--- src/tpm_pkg.sv ---
// types and constants shared by the triac phase mode machine
package tpm_pkg;

	// channel modes
	typedef enum logic [1:0] {
		MODE_OFF  = 2'd0,
		MODE_ON   = 2'd1,
		MODE_SYM  = 2'd2,
		MODE_ASYM = 2'd3
	} mode_t;

	// configuration register indexes
	typedef enum logic [0:0] {
		CFG_PHASE_GUARD = 1'b0,
		CFG_ENABLE_MASK = 1'b1
	} cfg_idx_t;

	localparam int CFG_DATA_W = 8;
	localparam int GUARD_W    = 7;
	localparam int MASK_W     = 8;
	localparam int CHAN_W     = 3;
	localparam int ANGLE_W    = 8;

	localparam logic [GUARD_W-1:0] GUARD_RESET = 7'd3;
	localparam logic [MASK_W-1:0]  MASK_RESET  = 8'd0;
	localparam logic [ANGLE_W-1:0] ANGLE_FULL  = 8'd180;
	localparam logic [ANGLE_W-1:0] ANGLE_ZERO  = 8'd0;

	// request transaction
	typedef struct packed {
		logic [CHAN_W-1:0]  channel;
		logic [ANGLE_W-1:0] pos_angle;
		logic [ANGLE_W-1:0] neg_angle;
	} in_item_t;

	// result transaction
	typedef struct packed {
		logic               issue;
		logic [ANGLE_W-1:0] cmd_pos;
		logic [ANGLE_W-1:0] cmd_neg;
		mode_t              mode;
	} out_item_t;

	// outcome of the transition rules for one request
	typedef struct packed {
		logic               change;
		mode_t              next;
		logic [ANGLE_W-1:0] cmd_pos;
		logic [ANGLE_W-1:0] cmd_neg;
	} decision_t;

endpackage

--- src/tpm_stream_if.sv ---
// valid/ready stream channel carrying one payload type
interface tpm_stream_if #(
	parameter type T = logic
);
	logic valid;
	logic ready;
	T     data;

	modport source (output valid, output data, input ready);
	modport sink (input valid, input data, output ready);
endinterface

--- src/tpm_ram.sv ---
// generic single-write, single-read ram with registered read data
module tpm_ram #(
	parameter int WIDTH = 2,
	parameter int DEPTH = 8,
	parameter int AW    = (DEPTH > 1) ? $clog2(DEPTH) : 1
) (
	input  logic             clk,
	input  logic             we,
	input  logic [AW-1:0]    waddr,
	input  logic [WIDTH-1:0] wdata,
	input  logic             re,
	input  logic [AW-1:0]    raddr,
	output logic [WIDTH-1:0] rdata
);
	logic [WIDTH-1:0] mem_q [DEPTH];
	logic [WIDTH-1:0] rdata_q;

	// write port
	always_ff @(posedge clk) begin
		if (we) begin
			mem_q[waddr] <= wdata;
		end
	end

	// read port, returns the old contents on a same-address write
	always_ff @(posedge clk) begin
		if (re) begin
			rdata_q <= mem_q[raddr];
		end
	end

	assign rdata = rdata_q;
endmodule

--- src/tpm_decide.sv ---
// guard-band transition rules and firing command for one channel
module tpm_decide (
	input  tpm_pkg::mode_t                  cur,
	input  logic [tpm_pkg::ANGLE_W-1:0]     pos_angle,
	input  logic [tpm_pkg::ANGLE_W-1:0]     neg_angle,
	input  logic [tpm_pkg::GUARD_W-1:0]     guard,
	output tpm_pkg::decision_t              dec
);
	import tpm_pkg::*;

	logic [ANGLE_W-1:0] lo;
	logic [ANGLE_W-1:0] hi;
	logic               p_mid;
	logic               both_hi;
	logic               both_lo;
	logic               same;
	mode_t              next;

	// snap an angle near either edge onto that edge
	function automatic logic [ANGLE_W-1:0] clamp_edge(
		input logic [ANGLE_W-1:0] a,
		input logic [ANGLE_W-1:0] l,
		input logic [ANGLE_W-1:0] h
	);
		logic [ANGLE_W-1:0] r;
		if (a <= l) begin
			r = ANGLE_ZERO;
		end else if (a >= h) begin
			r = ANGLE_FULL;
		end else begin
			r = a;
		end
		return r;
	endfunction

	// thresholds and band tests
	assign lo      = ANGLE_W'(guard);
	assign hi      = ANGLE_FULL - lo;
	assign p_mid   = (pos_angle < hi) && (pos_angle > lo);
	assign both_hi = (pos_angle >= hi) && (neg_angle >= hi);
	assign both_lo = (pos_angle <= lo) && (neg_angle <= lo);
	assign same    = (pos_angle == neg_angle);

	// mode transition
	always_comb begin
		next = cur;
		unique case (cur)
			MODE_OFF: begin
				if (both_hi) next = MODE_ON;
				else if (p_mid) next = same ? MODE_SYM : MODE_ASYM;
			end
			MODE_ON: begin
				if (both_lo) next = MODE_OFF;
				else if (p_mid) next = same ? MODE_SYM : MODE_ASYM;
			end
			MODE_SYM: begin
				if (both_lo) next = MODE_OFF;
				else if (both_hi) next = MODE_ON;
				else if (!same) next = MODE_ASYM;
			end
			default: begin
				if (both_lo) next = MODE_OFF;
				else if (both_hi) next = MODE_ON;
				else if (p_mid && same) next = MODE_SYM;
			end
		endcase
	end

	// firing command on a mode change
	always_comb begin
		dec.change  = (next != cur);
		dec.next    = next;
		dec.cmd_pos = ANGLE_ZERO;
		dec.cmd_neg = ANGLE_ZERO;
		if (dec.change) begin
			unique case (next)
				MODE_OFF: begin
					dec.cmd_pos = ANGLE_ZERO;
					dec.cmd_neg = ANGLE_ZERO;
				end
				MODE_ON: begin
					dec.cmd_pos = ANGLE_FULL;
					dec.cmd_neg = ANGLE_FULL;
				end
				MODE_SYM: begin
					dec.cmd_pos = pos_angle;
					dec.cmd_neg = pos_angle;
				end
				default: begin
					dec.cmd_pos = clamp_edge(pos_angle, lo, hi);
					dec.cmd_neg = clamp_edge(neg_angle, lo, hi);
				end
			endcase
		end
	end
endmodule

--- src/triac_phase_mode_machine.sv ---
// top level of the triac phase mode machine
//
//  channel   dir   payload                              transaction when
//  in_ch     in    channel, pos_angle, neg_angle        in_ch.valid && in_ch.ready
//  out_ch    out   issue, cmd_pos, cmd_neg, mode        out_ch.valid && out_ch.ready
//  cfg       in    cfg_we, cfg_idx, cfg_wdata           cfg_we
//
// one request per cycle sustained while the output is not stalled; a result passes the decide
// stage register (with the registered mode ram read) and the decide/write-back stage to the output register
// a write in the previous cycle to the same channel is forwarded past the ram
// reset marks every channel off through per-entry valid flops, no clearing pass
// a stalled output holds the decide stage, which in turn holds off new requests
module triac_phase_mode_machine #(
	parameter int CHANNELS = 8
) (
	input  logic                             clk,
	input  logic                             arst_n,
	tpm_stream_if.sink                       in_ch,
	tpm_stream_if.source                     out_ch,
	input  logic                             cfg_we,
	input  tpm_pkg::cfg_idx_t                cfg_idx,
	input  logic [tpm_pkg::CFG_DATA_W-1:0]   cfg_wdata
);
	import tpm_pkg::*;

	localparam int AW    = (CHANNELS > 1) ? $clog2(CHANNELS) : 1;
	localparam int IW    = (AW > CHAN_W) ? AW : CHAN_W;
	localparam int SLOTS = 2 ** AW;

	logic [GUARD_W-1:0] guard_q;
	logic [MASK_W-1:0]  mask_q;

	logic               accept;
	logic [IW-1:0]      ch_in_ext;
	logic               valid_s1;
	in_item_t           item_s1;
	logic               adv_s1;
	logic [IW-1:0]      ch_ext_s1;
	logic [AW-1:0]      addr_s1;
	logic               in_range_s1;
	logic               enabled_s1;

	logic [1:0]         rdata;
	logic [SLOTS-1:0]   ent_valid_q;
	logic               wr_valid_q;
	logic [AW-1:0]      wr_addr_q;
	mode_t              wr_mode_q;
	mode_t              cur_s1;
	decision_t          dec_s1;
	logic               wr_en;

	logic               out_valid_q;
	out_item_t          out_item_q;
	out_item_t          result_s1;

	// configuration registers
	always_ff @(posedge clk or negedge arst_n) begin
		if (!arst_n) begin
			guard_q <= GUARD_RESET;
			mask_q  <= MASK_RESET;
		end else if (cfg_we) begin
			unique case (cfg_idx)
				CFG_PHASE_GUARD: guard_q <= cfg_wdata[GUARD_W-1:0];
				CFG_ENABLE_MASK: mask_q  <= cfg_wdata[MASK_W-1:0];
				default: ;
			endcase
		end
	end

	// input handshake
	assign adv_s1      = !out_valid_q || out_ch.ready;
	assign in_ch.ready = !valid_s1 || adv_s1;
	assign accept      = in_ch.valid && in_ch.ready;
	assign ch_in_ext   = IW'(in_ch.data.channel);

	// decide stage register
	always_ff @(posedge clk or negedge arst_n) begin
		if (!arst_n) begin
			valid_s1 <= 1'b0;
		end else if (in_ch.ready) begin
			valid_s1 <= in_ch.valid;
		end
	end

	always_ff @(posedge clk) begin
		if (accept) begin
			item_s1 <= in_ch.data;
		end
	end

	// mode storage
	tpm_ram #(
		.WIDTH (2),
		.DEPTH (CHANNELS),
		.AW    (AW)
	) u_mode_ram (
		.clk   (clk),
		.we    (wr_en),
		.waddr (addr_s1),
		.wdata (dec_s1.next),
		.re    (accept),
		.raddr (ch_in_ext[AW-1:0]),
		.rdata (rdata)
	);

	// channel decode in the decide stage
	assign ch_ext_s1   = IW'(item_s1.channel);
	assign addr_s1     = ch_ext_s1[AW-1:0];
	assign in_range_s1 = {1'b0, ch_ext_s1} < (IW+1)'(CHANNELS);
	assign enabled_s1  = mask_q[item_s1.channel];

	// current mode: forwarded write, else off when never written, else ram
	always_comb begin
		if (wr_valid_q && (wr_addr_q == addr_s1)) begin
			cur_s1 = wr_mode_q;
		end else if (!ent_valid_q[addr_s1]) begin
			cur_s1 = MODE_OFF;
		end else begin
			cur_s1 = mode_t'(rdata);
		end
	end

	tpm_decide u_decide (
		.cur       (cur_s1),
		.pos_angle (item_s1.pos_angle),
		.neg_angle (item_s1.neg_angle),
		.guard     (guard_q),
		.dec       (dec_s1)
	);

	assign wr_en = valid_s1 && adv_s1 && in_range_s1 && enabled_s1 && dec_s1.change;

	// entry valid flops and last-write forwarding register
	always_ff @(posedge clk or negedge arst_n) begin
		if (!arst_n) begin
			ent_valid_q <= '0;
			wr_valid_q  <= 1'b0;
			wr_addr_q   <= '0;
			wr_mode_q   <= MODE_OFF;
		end else if (wr_en) begin
			ent_valid_q[addr_s1] <= 1'b1;
			wr_valid_q           <= 1'b1;
			wr_addr_q            <= addr_s1;
			wr_mode_q            <= dec_s1.next;
		end
	end

	// result assembly
	always_comb begin
		result_s1.issue   = 1'b0;
		result_s1.cmd_pos = ANGLE_ZERO;
		result_s1.cmd_neg = ANGLE_ZERO;
		result_s1.mode    = MODE_OFF;
		if (in_range_s1) begin
			if (!enabled_s1) begin
				result_s1.mode = cur_s1;
			end else begin
				result_s1.issue   = dec_s1.change;
				result_s1.cmd_pos = dec_s1.cmd_pos;
				result_s1.cmd_neg = dec_s1.cmd_neg;
				result_s1.mode    = dec_s1.next;
			end
		end
	end

	// output register
	always_ff @(posedge clk or negedge arst_n) begin
		if (!arst_n) begin
			out_valid_q <= 1'b0;
		end else if (adv_s1) begin
			out_valid_q <= valid_s1;
		end
	end

	always_ff @(posedge clk) begin
		if (adv_s1 && valid_s1) begin
			out_item_q <= result_s1;
		end
	end

	assign out_ch.valid = out_valid_q;
	assign out_ch.data  = out_item_q;

`ifndef SYNTHESIS
	a_no_issue_zero_cmd: assert property (@(posedge clk) disable iff (!arst_n)
		out_valid_q && !out_item_q.issue |->
			out_item_q.cmd_pos == ANGLE_ZERO && out_item_q.cmd_neg == ANGLE_ZERO)
		else $error("result without command carries nonzero angles");

	a_on_full_angles: assert property (@(posedge clk) disable iff (!arst_n)
		out_valid_q && out_item_q.issue && out_item_q.mode == MODE_ON |->
			out_item_q.cmd_pos == ANGLE_FULL && out_item_q.cmd_neg == ANGLE_FULL)
		else $error("switch to on without full angles");

	a_stall_holds_s1: assert property (@(posedge clk) disable iff (!arst_n)
		valid_s1 && !adv_s1 |=> valid_s1 && $stable(item_s1))
		else $error("decide stage lost its request during a stall");

	a_write_marks_valid: assert property (@(posedge clk) disable iff (!arst_n)
		wr_en |=> ent_valid_q[$past(addr_s1)] && wr_valid_q)
		else $error("mode write not recorded");

	a_write_in_range: assert property (@(posedge clk) disable iff (!arst_n)
		wr_en |-> in_range_s1 && enabled_s1)
		else $error("mode write for an ignored channel");
`endif
endmodule

--- src/flat_wrapper.sv ---
// flat-port wrapper written by rule: the top's interface ports become plain ports
module triac_phase_mode_machine_flat import tpm_pkg::*;
#(
	parameter int CHANNELS = 8
)
  (clk, arst_n, cfg_we, cfg_idx, cfg_wdata, in_ch_valid, in_ch_data, in_ch_ready, out_ch_valid, out_ch_data, out_ch_ready);
  tpm_stream_if #(.T(in_item_t)) in_ch_i ();
  tpm_stream_if #(.T(out_item_t)) out_ch_i ();
  input  logic clk;
  input  logic arst_n;
  input  logic cfg_we;
  input  tpm_pkg::cfg_idx_t cfg_idx;
  input  logic [tpm_pkg::CFG_DATA_W-1:0] cfg_wdata;
  input wire logic [$bits(in_ch_i.valid)-1:0] in_ch_valid;
  input wire logic [$bits(in_ch_i.data)-1:0] in_ch_data;
  output wire logic [$bits(in_ch_i.ready)-1:0] in_ch_ready;
  output wire logic [$bits(out_ch_i.valid)-1:0] out_ch_valid;
  output wire logic [$bits(out_ch_i.data)-1:0] out_ch_data;
  input wire logic [$bits(out_ch_i.ready)-1:0] out_ch_ready;
  assign in_ch_i.valid = in_ch_valid;
  assign in_ch_i.data = in_ch_data;
  assign in_ch_ready = in_ch_i.ready;
  assign out_ch_valid = out_ch_i.valid;
  assign out_ch_data = out_ch_i.data;
  assign out_ch_i.ready = out_ch_ready;
  triac_phase_mode_machine #(.CHANNELS(CHANNELS)) u_core (.clk(clk), .arst_n(arst_n), .in_ch(in_ch_i), .out_ch(out_ch_i), .cfg_we(cfg_we), .cfg_idx(cfg_idx), .cfg_wdata(cfg_wdata));
endmodule
--- config.mk ---
export PLATFORM = sky130hd
export DESIGN_NAME = triac_phase_mode_machine_flat
export DESIGN_NICKNAME = d
export VERILOG_FILES = /design/src/tpm_pkg.sv /design/src/tpm_stream_if.sv /design/src/tpm_ram.sv /design/src/tpm_decide.sv /design/src/triac_phase_mode_machine.sv /design/src/flat_wrapper.sv
export SDC_FILE = /design/constraint.sdc
export NUM_CORES = 1
export LEC_CHECK = 0
export BUFFER_PORTS_ARGS = -buffer_cell sky130_fd_sc_hd__buf_2
export CAP_MARGIN = 20
export CORE_ASPECT_RATIO = 0.7
export CORE_UTILIZATION = 37
export DETAILED_ROUTE_END_ITERATION = 8
export SLEW_MARGIN = 0
export SYNTH_ARGS = -nofsm -noshare
export SYNTH_HDL_FRONTEND = slang
export SYNTH_SLANG_ARGS = --single-unit
--- constraint.sdc ---
create_clock -name clk -period 3.57 [get_ports clk]
set_input_delay 0.5355 -clock clk [delete_from_list [all_inputs] [get_ports clk]]
set_output_delay 0.5355 -clock clk [all_outputs]
set_load 0.03 [all_outputs]
## Word-level counts from Yosys, hierarchy flattened

Memory sizes are Yosys's and may differ from the RTL's. A register that Yosys moved wholly into a read port is not among the register bits.
Index checks and enable logic that the tools add are counted.

| operators by class | value |
|---|---|
| add/sub/neg operators | 1 |
| multipliers | 0 |
| div/mod/pow operators | 0 |
| order comparisons | 8 |
| eq/ne operators | 7 |
| shifts and indexed selects | 0 |
| multiplexer cells | 27 |
| bitwise operators | 2 |
| reductions and logical operators | 19 |

Operator list:

| cell | count |
|---|---|
| 16-bit one-hot mux with 3 select lines | 1 |
| 8-bit two-way mux | 4 |
| 2-bit two-way mux | 12 |
| 8-bit >= comparator | 2 |
| 8-bit by 7-bit less-or-equal comparator with 1-bit output | 2 |
| 1-bit logical AND | 10 |
| 8-bit equality test | 1 |
| 8-bit by 7-bit greater-than comparator with 1-bit output | 1 |
| 8-bit < comparator | 1 |
| 8-bit bitwise OR | 1 |
| 8-bit by 7-bit subtractor with 8-bit output (first input constant) | 1 |
| 1-bit binary-select mux with 3-bit select | 2 |
| 1-bit two-way mux | 6 |
| 2-bit one-hot mux with 3 select lines | 1 |
| 2-bit AND reduction | 3 |
| 2-bit by 1-bit equality test with 1-bit output (second input constant) | 2 |
| 2-bit equality test (second input constant) | 2 |
| 2-bit zero test | 2 |
| 3-bit by 4-bit < comparator with 1-bit output (second input constant) | 1 |
| 1-bit demux with 3-bit select | 1 |
| 3-bit equality test | 1 |
| 3-bit by 1-bit >= comparator with 1-bit output (second input constant) | 1 |
| 1-bit zero test | 2 |
| 1-bit logical OR | 2 |
| 2 further kinds | 2 |

| word-level totals | value |
|---|---|
| bits in registers | 69 |
| latch bits | 0 |
| RAM bits | 16 |
| memory bits (read-only) | 0 |
| bits of input ports | 33 |
| output and inout bits | 21 |
| logic and storage cells | 80 |
| memories kept | 1 |

Memory list:

| name | depth | width | read ports | clocked after memory_dff | wr ports | RTL line | RTL |
|---|---|---|---|---|---|---|---|
| u_core.u_mode_ram.mem_q | 8 | 2 | 1 | 1 | 1 | tpm_ram.sv:15 | `logic [WIDTH-1:0] mem_q [DEPTH];` |

## Logic depth before layout (Yosys ltp)

Gate-level depths: netlist (run 1).

| depth | value |
|---|---|
| word-level depth | 12 |
| mapped depth | 16 |
| gate-level depth less buffers | 15 |

## By module

Synthesis (run 1) repeated with hierarchy kept, for this count alone.

| unflattened totals | value |
|---|---|
| cell total of the unflattened synthesis | 423 |
| area total of the unflattened synthesis | 5069.9 um^2 |

By module, submodules not included:

| module | times used | cells an instance | area an instance (um^2) | sequential area each (um^2) |
|---|---|---|---|---|
| triac_phase_mode_machine | 1 | 167 | 2705.1 | 1919.3 |
| tpm_decide | 1 | 219 | 1637.8 | 0.0 |
| tpm_ram | 1 | 37 | 726.9 | 540.5 |

## Worst setup path before layout (run 1)

No wires, ideal clock.

| timing | value |
|---|---|
| path type | register to register |
| start point | register u_core.guard_q[0] |
| end point | memory u_core.u_mode_ram.mem_q[0][0], enable pin |
| arrival | 3359 ps |
| setup slack | -138 ps |
| cell stages (with the launch flop) | 16 |
| path buffers | 1 |
| path through | dfstp_2 inv_1 ha_1 nand2b_1 nand2_1 xnor2_1 ha_1 a21o_1 a31oi_1 maj3_2 o21ai_2 a31oi_1 mux2i_1 o31ai_1 buf_4 nor4_1 |

| between the ends | value |
|---|---|
| word-level cells in the longest chain between the ends | 12 |
| elaborated cells on any way between the ends | 24 |
| classes of those cells | add/sub (1); order compare (6); eq/ne (1); mux (11); reduce/logical (5) |

Ends and longest elaborated chain:

| item | RTL line | RTL |
|---|---|---|
| start: declaration | triac_phase_mode_machine.sv:30 | `logic [GUARD_W-1:0] guard_q;` |
| start signal: assignment | triac_phase_mode_machine.sv:63 | `CFG_PHASE_GUARD: guard_q <= cfg_wdata[GUARD_W-1:0];` |
| 8-bit by 7-bit subtractor with 8-bit output | tpm_decide.sv:38 | `assign hi = ANGLE_FULL - lo;` |
| 8-bit < comparator | tpm_decide.sv:39 | `assign p_mid = (pos_angle < hi) && (pos_angle > lo);` |
| 1-bit logical AND | tpm_decide.sv:39 |  |
| 1-bit logical AND | tpm_decide.sv:64 | `else if (p_mid && same) next = MODE_SYM;` |
| 2-bit two-way mux | tpm_decide.sv:64 |  |
| 2-bit two-way mux | tpm_decide.sv:63 | `else if (both_hi) next = MODE_ON;` |
| 2-bit two-way mux | tpm_decide.sv:62 | `if (both_lo) next = MODE_OFF;` |
| 2-bit one-hot mux with 3 select lines (*) | tpm_decide.sv:47 | `unique case (cur)` |
| 2-bit inequality test (*) | tpm_decide.sv:71 | `dec.change = (next != cur);` |
| 1-bit logical AND (*) | triac_phase_mode_machine.sv:131 | `assign wr_en = valid_s1 && adv_s1 && in_range_s1 && enabled_s1 && dec_s1.change;` |
| 1-bit two-way mux (*) | tpm_ram.sv:20 | `if (we) begin` |
| 1-bit two-way mux (implied by the code) (*) | tpm_ram.sv:21 | `mem_q[waddr] <= wdata;` |
| end: declaration | tpm_ram.sv:15 |  |

Every way passes the cells marked *; elsewhere a longest branch is shown, timed or not.

## Final worst setup path (run 1)

| timing | value |
|---|---|
| start point | register u_core.guard_q[1] |
| end point | register u_core.out_item_q (netlist bit u_core.out_ch.data[7]) (data pin) |

| between the ends | value |
|---|---|
| word-level cells in the longest chain between the ends | 10 |
| elaborated cells on any way between the ends | 28 |
| classes of those cells | add/sub (1); order compare (6); eq/ne (3); mux (12); reduce/logical (6) |

Ends and longest elaborated chain:

| item | RTL line | RTL |
|---|---|---|
| 8-bit by 7-bit subtractor with 8-bit output | tpm_decide.sv:38 |  |
| 8-bit < comparator | tpm_decide.sv:39 |  |
| 1-bit logical AND | tpm_decide.sv:39 |  |
| 1-bit logical AND | tpm_decide.sv:64 |  |
| 2-bit two-way mux | tpm_decide.sv:64 |  |
| 2-bit two-way mux | tpm_decide.sv:63 |  |
| 2-bit two-way mux | tpm_decide.sv:62 |  |
| 2-bit one-hot mux with 3 select lines | tpm_decide.sv:47 |  |
| 2-bit equality test (tied with other cells) | tpm_decide.sv:76 | `unique case (next)` |
| 16-bit one-hot mux with 3 select lines / 2-bit AND reduction (equally long branches) | n/a |  |
| end signal: assignment | triac_phase_mode_machine.sv:177 | `out_item_q <= result_s1;` |
| end: declaration | triac_phase_mode_machine.sv:53 | `out_item_t out_item_q;` |

Several ways; a longest one is shown, not always the timed one.
A chain may end at the register's enable or synchronous reset.

==> results of run 1 <==
==> metal layers <==
metal	up-vias	global-route usage (%)	part of all wire (%)
li1	1761	-	-
met1	1751	26.3	50
met2	110	25.8	42
met3	14	4.23	5.9
met4	0	6.85	1.7
met5	-	0	0
==> area by class of cell <==
cell class                 count  area share [%]
timing repair buffer         102            11.0
tap                          162            3.22
sequential                    87            39.0
multi-input combinational    283            40.0
clock buffer                   9            3.57
clock inverter                 7            1.37
inverter                      30            1.83
==> synth_stat cells, types with 3 or more instances <==
cell type   n
nand2b_1    6
or3_1       5
nor2b_1     5
mux2_2     14
xor2_1      8
o31ai_1     5
ha_1       25
a211o_1     3
mux2i_1     3
mux4_2      6
a31oi_1     6
o22ai_1     3
xnor2_1     6
o211ai_1    7
buf_2       7
or2_2       4
nor3b_2     3
a21o_1      3
nor4_1      4
a211oi_1    4
a221oi_2    5
nor3_1      5
inv_1      27
nand2_1    38
nand3_1     8
o21bai_1    4
a41oi_1     3
a21oi_1    17
nor2_1     13
o21ai_0    17
clkbuf_1    3
o21a_1      5
and2_1      7
edfxtp_1   56
dfrtp_1    29
==> worst min path at each step <==
stage / startpoint / end / slack (ps) / depth (start not counted)
detailed placement: u_core.ent_valid_q[6] / u_core.ent_valid_q[6] / 450 / 2
floorplan: arst_n / u_core.ent_valid_q[0] / 240 / 0
CTS: arst_n / u_core.wr_mode_q[1] / 240 / 1
finish: arst_n / u_core.mask_q[3] / 240 / 1
global placement: u_core.ent_valid_q[4] / u_core.ent_valid_q[4] / 440 / 2
global route: arst_n / u_core.mask_q[3] / 290 / 1
==> power breakdown <==
part           total [uW]  internal, uW  switching, uW
clock network         980           558            421
registers            1370          1280           87.0
logic                1730           784            946
total                4080          2620           1450
==> what timing repair did <==
action / 4_1_cts / 5_1_grt
setup endpoints to repair: 8 / 48
gates cloned: 0 / 0
resized for setup: 11 / 38
pin swaps: 8 / 21
setup buffers: 1 / 7
==> through the flow <==
| step | setup slack (ps) | total power, uW | TNS [ps] | hold WS, ps |
|---|---|---|---|---|
| after floorplan | -28.7 | 2410 | -115 | 240 |
| after global placement | -11.5 | 2840 | -47.1 | 444 |
| after detailed placement | -111 | 2880 | -643 | 453 |
| after CTS | 6.09 | 3900 | 0 | 244 |
| after global routing | -131 | 4310 | -2080 | 285 |
| final | 24.9 | 4080 | 0 | 236 |
==> logic make-up (layout without fill, tap and decap cells) <==
kind of cell / Yosys count / count (layout) / synth area share [%]
AND/OR/NAND/NOR: 114 / 114 / 12.6
flip-flops: 87 / 87 / 50.0
XOR/XNOR: 16 / 16 / 3.41
AO/OA/AOI/OAI: 102 / 102 / 16.1
multiplexers: 25 / 25 / 7.17
adder cells (fa/ha/maj): 26 / 26 / 6.58
buffers and inverters: 46 / 148 / 4.19
==> registers in the layout (all words and copies together) (netlist names) <==
name and flops:
u_core.out_ch.data 19, u_core.item_s1 16, u_core.u_mode_ram.mem_q 16, u_core.ent_valid_q 8
u_core.mask_q 8, u_core.guard_q 7, u_core.addr_s1 3, u_core.wr_addr_q 3
u_core.u_mode_ram.rdata 2, u_core.wr_mode_q 2, u_core.out_ch.valid 1, u_core.valid_s1 1
u_core.wr_valid_q 1
==> worst max-delay path, stage by stage, from the launching register on <==
cell	delay, ps
dfstp_2	550
inv_2	50
ha_4	170
nand2b_4	160
buf_4	160
a31oi_2	270
a21oi_1	100
o41a_1	500
and3_1	240
a211o_1	300
o221ai_2	180
buf_4	170
o31ai_4	70
buf_12	180
buf_6	130
a221oi_2	170
==> metrics.txt, run 1 <==
PortBufs 53; routed via count 3,636; critical path launch point type flop; crit path capture u_core.out_ch.data[7]; Die ar. 13,800 sq um; Worst slew margin 51.7%; final weighted congestion in routability-driven placement 0.933; cell chosen for the clock root clkbuf_16; detailed-router iteration count before antenna repair 4; FP Rows 34; hpwl dp 8710 um; gr usage total 18.0%; number of synthesized register bits between 80 and 90; vias in the first global route between 3k and 4k; Area growth syn-to-layout 28.0%; clock tree buffer depth 2; DRT Wirelength 11,700 um; Setup Viol. Count Final 0; core area 12,700 sq um; Post-Syn Area slightly below 5000 sq um; Critical R2R Launch u_core.guard_q[1]; Starting DRT DRC Count 287; Core Util, Final about 50%; Die Y about 100 um; Yosys top cell by area edfxtp_1; Post-Syn Instances 416; Fill cells 1,146; layout cells sized above 1 39.4%; Placed Area 5670 sq um; Remaining Overflow, GRT 0; reg-to-reg setup timing slack roughly 25 ps; global-route wire length before repair 19,000 um; post-detailed-route via-to-cell ratio 5.35; fin area 6300 sq um; synth unique cells 72; syn_nets 474; worst slew pin tran 721 ps; Critical Path AT 3730 ps; Yosys warnings 0; H-tree depth 3; worst-path fanout max 6; Pwr Density 647 nW/um^2; Reg2Reg Capture Point u_core.out_ch.data[7]; maxcap violations 0; post-synth top area share 34.2%; Clock Latency Late Sink 350 ps; worst setup path startpoint u_core.guard_q[1]; max-slew violation count 0; RSZ-0062 raised after global routing yes; CTS sink cnt a little under 90; syn_area_per_cell 11.8 sq um; Final #Nets 571; final antenna-violating net count 0; commonest non-fill, non-tap cell in the layout edfxtp_1; pin count of the biggest net entering global routing 32; Hold Crit Class in2async; status finished clean; total leakage power 0.00254 uW; commonest non-fill, non-tap cells in the layout edfxtp_1, buf_2, buf_4; multi-input logic area roughly 2500 sq um; drc violations 0; f_max 282 MHz; antenna violations before repair 0; Post-Layout Cell Count just under 700; clk slew on worst S/H paths 70 ps; Crit Path Category reg2reg; I/O pin count 54; TritonCTS clock tree done; Post-synth EDFFs 56; Setup crit end kind flop; Tcrit/Tclk final 99.3%; Worst Skew roughly 11 ps; CTS Buf Count 9; # diodes 0; Hold Vio Cnt, Final 0; sequential area share after synthesis 50.0%; Post-CTS Hold Fix Bufs 0; top_reg_cell synth edfxtp_1; minimum clock period around 3500 ps; wire per inst 17.2 um; WP data required 3750 ps; Synth area leaders edfxtp_1, dfrtp_1, ha_1; worst r2r path cells 15; Die X-Extent ~140 um; VDD IR-drop max 0.280 mV; initial core utilization roughly two fifths; placed insts 655; fraction of registers with async set/reset 35.6%; storage element area around 2500 sq um
No activity file was read; power rests on OpenSTA's default activity.
==> run 2, diff against run 1 <==
--- a/config.mk
+++ b/config.mk
@@ -5,7 +5,7 @@
 export SDC_FILE = /design/constraint.sdc
 export NUM_CORES = 1
 export LEC_CHECK = 0
-export BUFFER_PORTS_ARGS = -buffer_cell sky130_fd_sc_hd__buf_2
+export BUFFER_PORTS_ARGS = -buffer_cell sky130_fd_sc_hd__clkbuf_2
 export CAP_MARGIN = 20
 export CORE_ASPECT_RATIO = 0.7
 export CORE_UTILIZATION = 37
==> run 2 against run 1 <==
Against the previous run: the flow now finishes with violations (setup timing); sequential power about the same; clock skew down 5.2 ps; largest power group unchanged; final cell count increased by 1.0%; combinational power rose by 6%; design area is 1.1% higher; die area did not move; highest routed layer unchanged; via count is 1.7% higher; sequential share of layout area down 0.41 points; register-to-register slack got worse by 30 ps; non-clock buffer count rose by 7; worst hold slack gained 17 ps.
==> metrics.txt, run 2 (synthesis results as in run 1) <==
status finished with violations; failing checks setup timing; cell chosen for the clock root clkbuf_16; Hold Crit Class in2async; Pint 2600 uW; Final #Nets 578; Setup Viol. Count Final 2; vias in the first global route 3,564; f_max 280 MHz; FP Rows 34; worst r2r path cells 13; RSZ-0062 raised after global routing yes; worst-path fanout max 4; Clock Latency Late Sink 350 ps; commonest non-fill, non-tap cells in the layout edfxtp_1, clkbuf_2, buf_4; H-tree depth 3; worst slew pin tran 787 ps; WP buf/inv 3; Area growth syn-to-layout 29.3%; # diodes 0; Largest stage delay, worst path 670 ps; DRT met1 WL slightly above 6000 um; Remaining Overflow, GRT 0; critical path launch point type flop; Die Y 98.5 um; placed insts 655; Die ar. between 10,000 and 15,000 sq um; Reg2Reg Capture Point u_core.out_ch.data[15]; layout cells sized above 1 about two fifths; reg-to-reg setup timing slack -1 ps; fin area 6370 sq um; pin count of the biggest net entering global routing 32; critical path cell sequence inv_2, ha_4, nand2b_4, buf_4, a211o_1, a41oi_2, o41a_1, o21a_1, nor2_2, or4b_2, o211ai_1, buf_4, a211oi_2; routed via count 3,696; final setup TNS -1.74 ps; multi-input logic area 2540 sq um; Sequential Power Share 33.4%; Placed Area 5670 sq um; detailed-router iteration count before antenna repair 5; Gate power share 44.7%; Setup crit end kind flop; TritonCTS clock tree done; Crit Path Category reg2reg; I/O pin count between 50 and 60; Tcrit/Tclk final 100%; met3 WL between 700 and 800 um; Die X-Extent 140 um; Setup WS post-layout -1.42 ps; CTS Buf Count 9; Starting DRT DRC Count 325; Sw Share 36.4%; PortBufs 53; antenna violations before repair 0; cell family with most CP delay compound AO/OA/AOI/OAI gates; minimum clock period 3570 ps; Pwr Density roughly 640 nW/um^2; Worst slew margin 47.5%; Fill cells 1,112; Critical R2R Launch u_core.guard_q[1]; post-detailed-route via-to-cell ratio between 5 and 6; drc violations 0; initial core utilization 38.8%; Pwr Total between 4000 and 5000 uW; final antenna-violating net count 0; Worst Skew 5.65 ps; wire per inst between 15 and 20 um; WHS 252 ps; wire length on met2 5210 um; Hold Vio Cnt, Final 0; max-slew violation count 0; WP data required 3670 ps; Post-Layout Cell Count 687; clock power share 21.9%; core area 12,700 sq um; total leakage power 0.00259 uW; uppermost routed layer met4; Critical Path AT 3670 ps; commonest non-fill, non-tap cell in the layout edfxtp_1; gr usage total 17.9%; Slowest-stage cell, CP or4b_2; P_sw 1490 uW; clock tree buffer depth 2; global-route wire length before repair 19,000 um; storage element area 2460 sq um; CTS sink cnt a little under 90; hpwl dp roughly 8600 um; max FFs per register 19; clk slew on worst S/H paths 70 ps; maxcap violations 0; VDD IR-drop max 0.285 mV; final weighted congestion in routability-driven placement 0.931; DRT Wirelength around 12,000 um; CP most frequent cell buf_4
==> run 2: power by group through the flow <==
stage,clock [uW],sequential (uW),combinational (uW)
3_5_place_dp,0,1380,1480
4_1_cts,922,1360,1530
5_1_grt,961,1390,1970
6_report,896,1370,1830
2_1_floorplan,0,1450,959
3_3_place_gp,0,1380,1460
==> run 2: area by class of cell <==
type | count | area share (%)
clock buffers | 9 | 3.54
well taps | 162 | 3.18
multi-input cells | 283 | 40.0
repair buffers | 109 | 12.0
clock inverters | 7 | 0.865
inverters | 30 | 1.81
flip-flops and latches | 87 | 38.6
==> run 2: timing repair <==
item	in CTS	in global routing
gates cloned	0	3
buffers inserted	2	10
hold buffers	0	0
setup endpoints to repair	9	47
resized for setup	12	37
pin swaps	10	24
==> run 2: per-stage QoR <==
step	utilization (%)	setup slack, ps
5_1_grt	50.2	-133
6_report	50.2	-1.42
4_1_cts	47.5	5.28
3_3_place_gp	44.7	-10.1
3_5_place_dp	44.7	-93.3
2_1_floorplan	-	-28.7
==> run 2: routing by layer <==
metal | GRT usage [%] | vias to the layer above
li1 | - | 1772
met1 | 26.9 | 1801
met2 | 25.8 | 114
met3 | 3.89 | 9
met4 | 4.82 | 0
met5 | 0 | -
==> run 2: worst max path at each step <==
stage / slack, ps / end / from / depth (start not counted)
2_1_floorplan: -30 / u_core.u_mode_ram.mem_q[0][0] / u_core.guard_q[0] / 15
3_3_place_gp: -10 / u_core.out_ch.data[15] / u_core.guard_q[0] / 14
3_5_place_dp: -90 / u_core.out_ch.data[15] / u_core.guard_q[0] / 14
4_1_cts: 5 / u_core.out_ch.data[15] / u_core.guard_q[1] / 14
5_1_grt: -130 / u_core.out_ch.data[14] / u_core.guard_q[1] / 13
6_report: -1 / u_core.out_ch.data[15] / u_core.guard_q[1] / 13
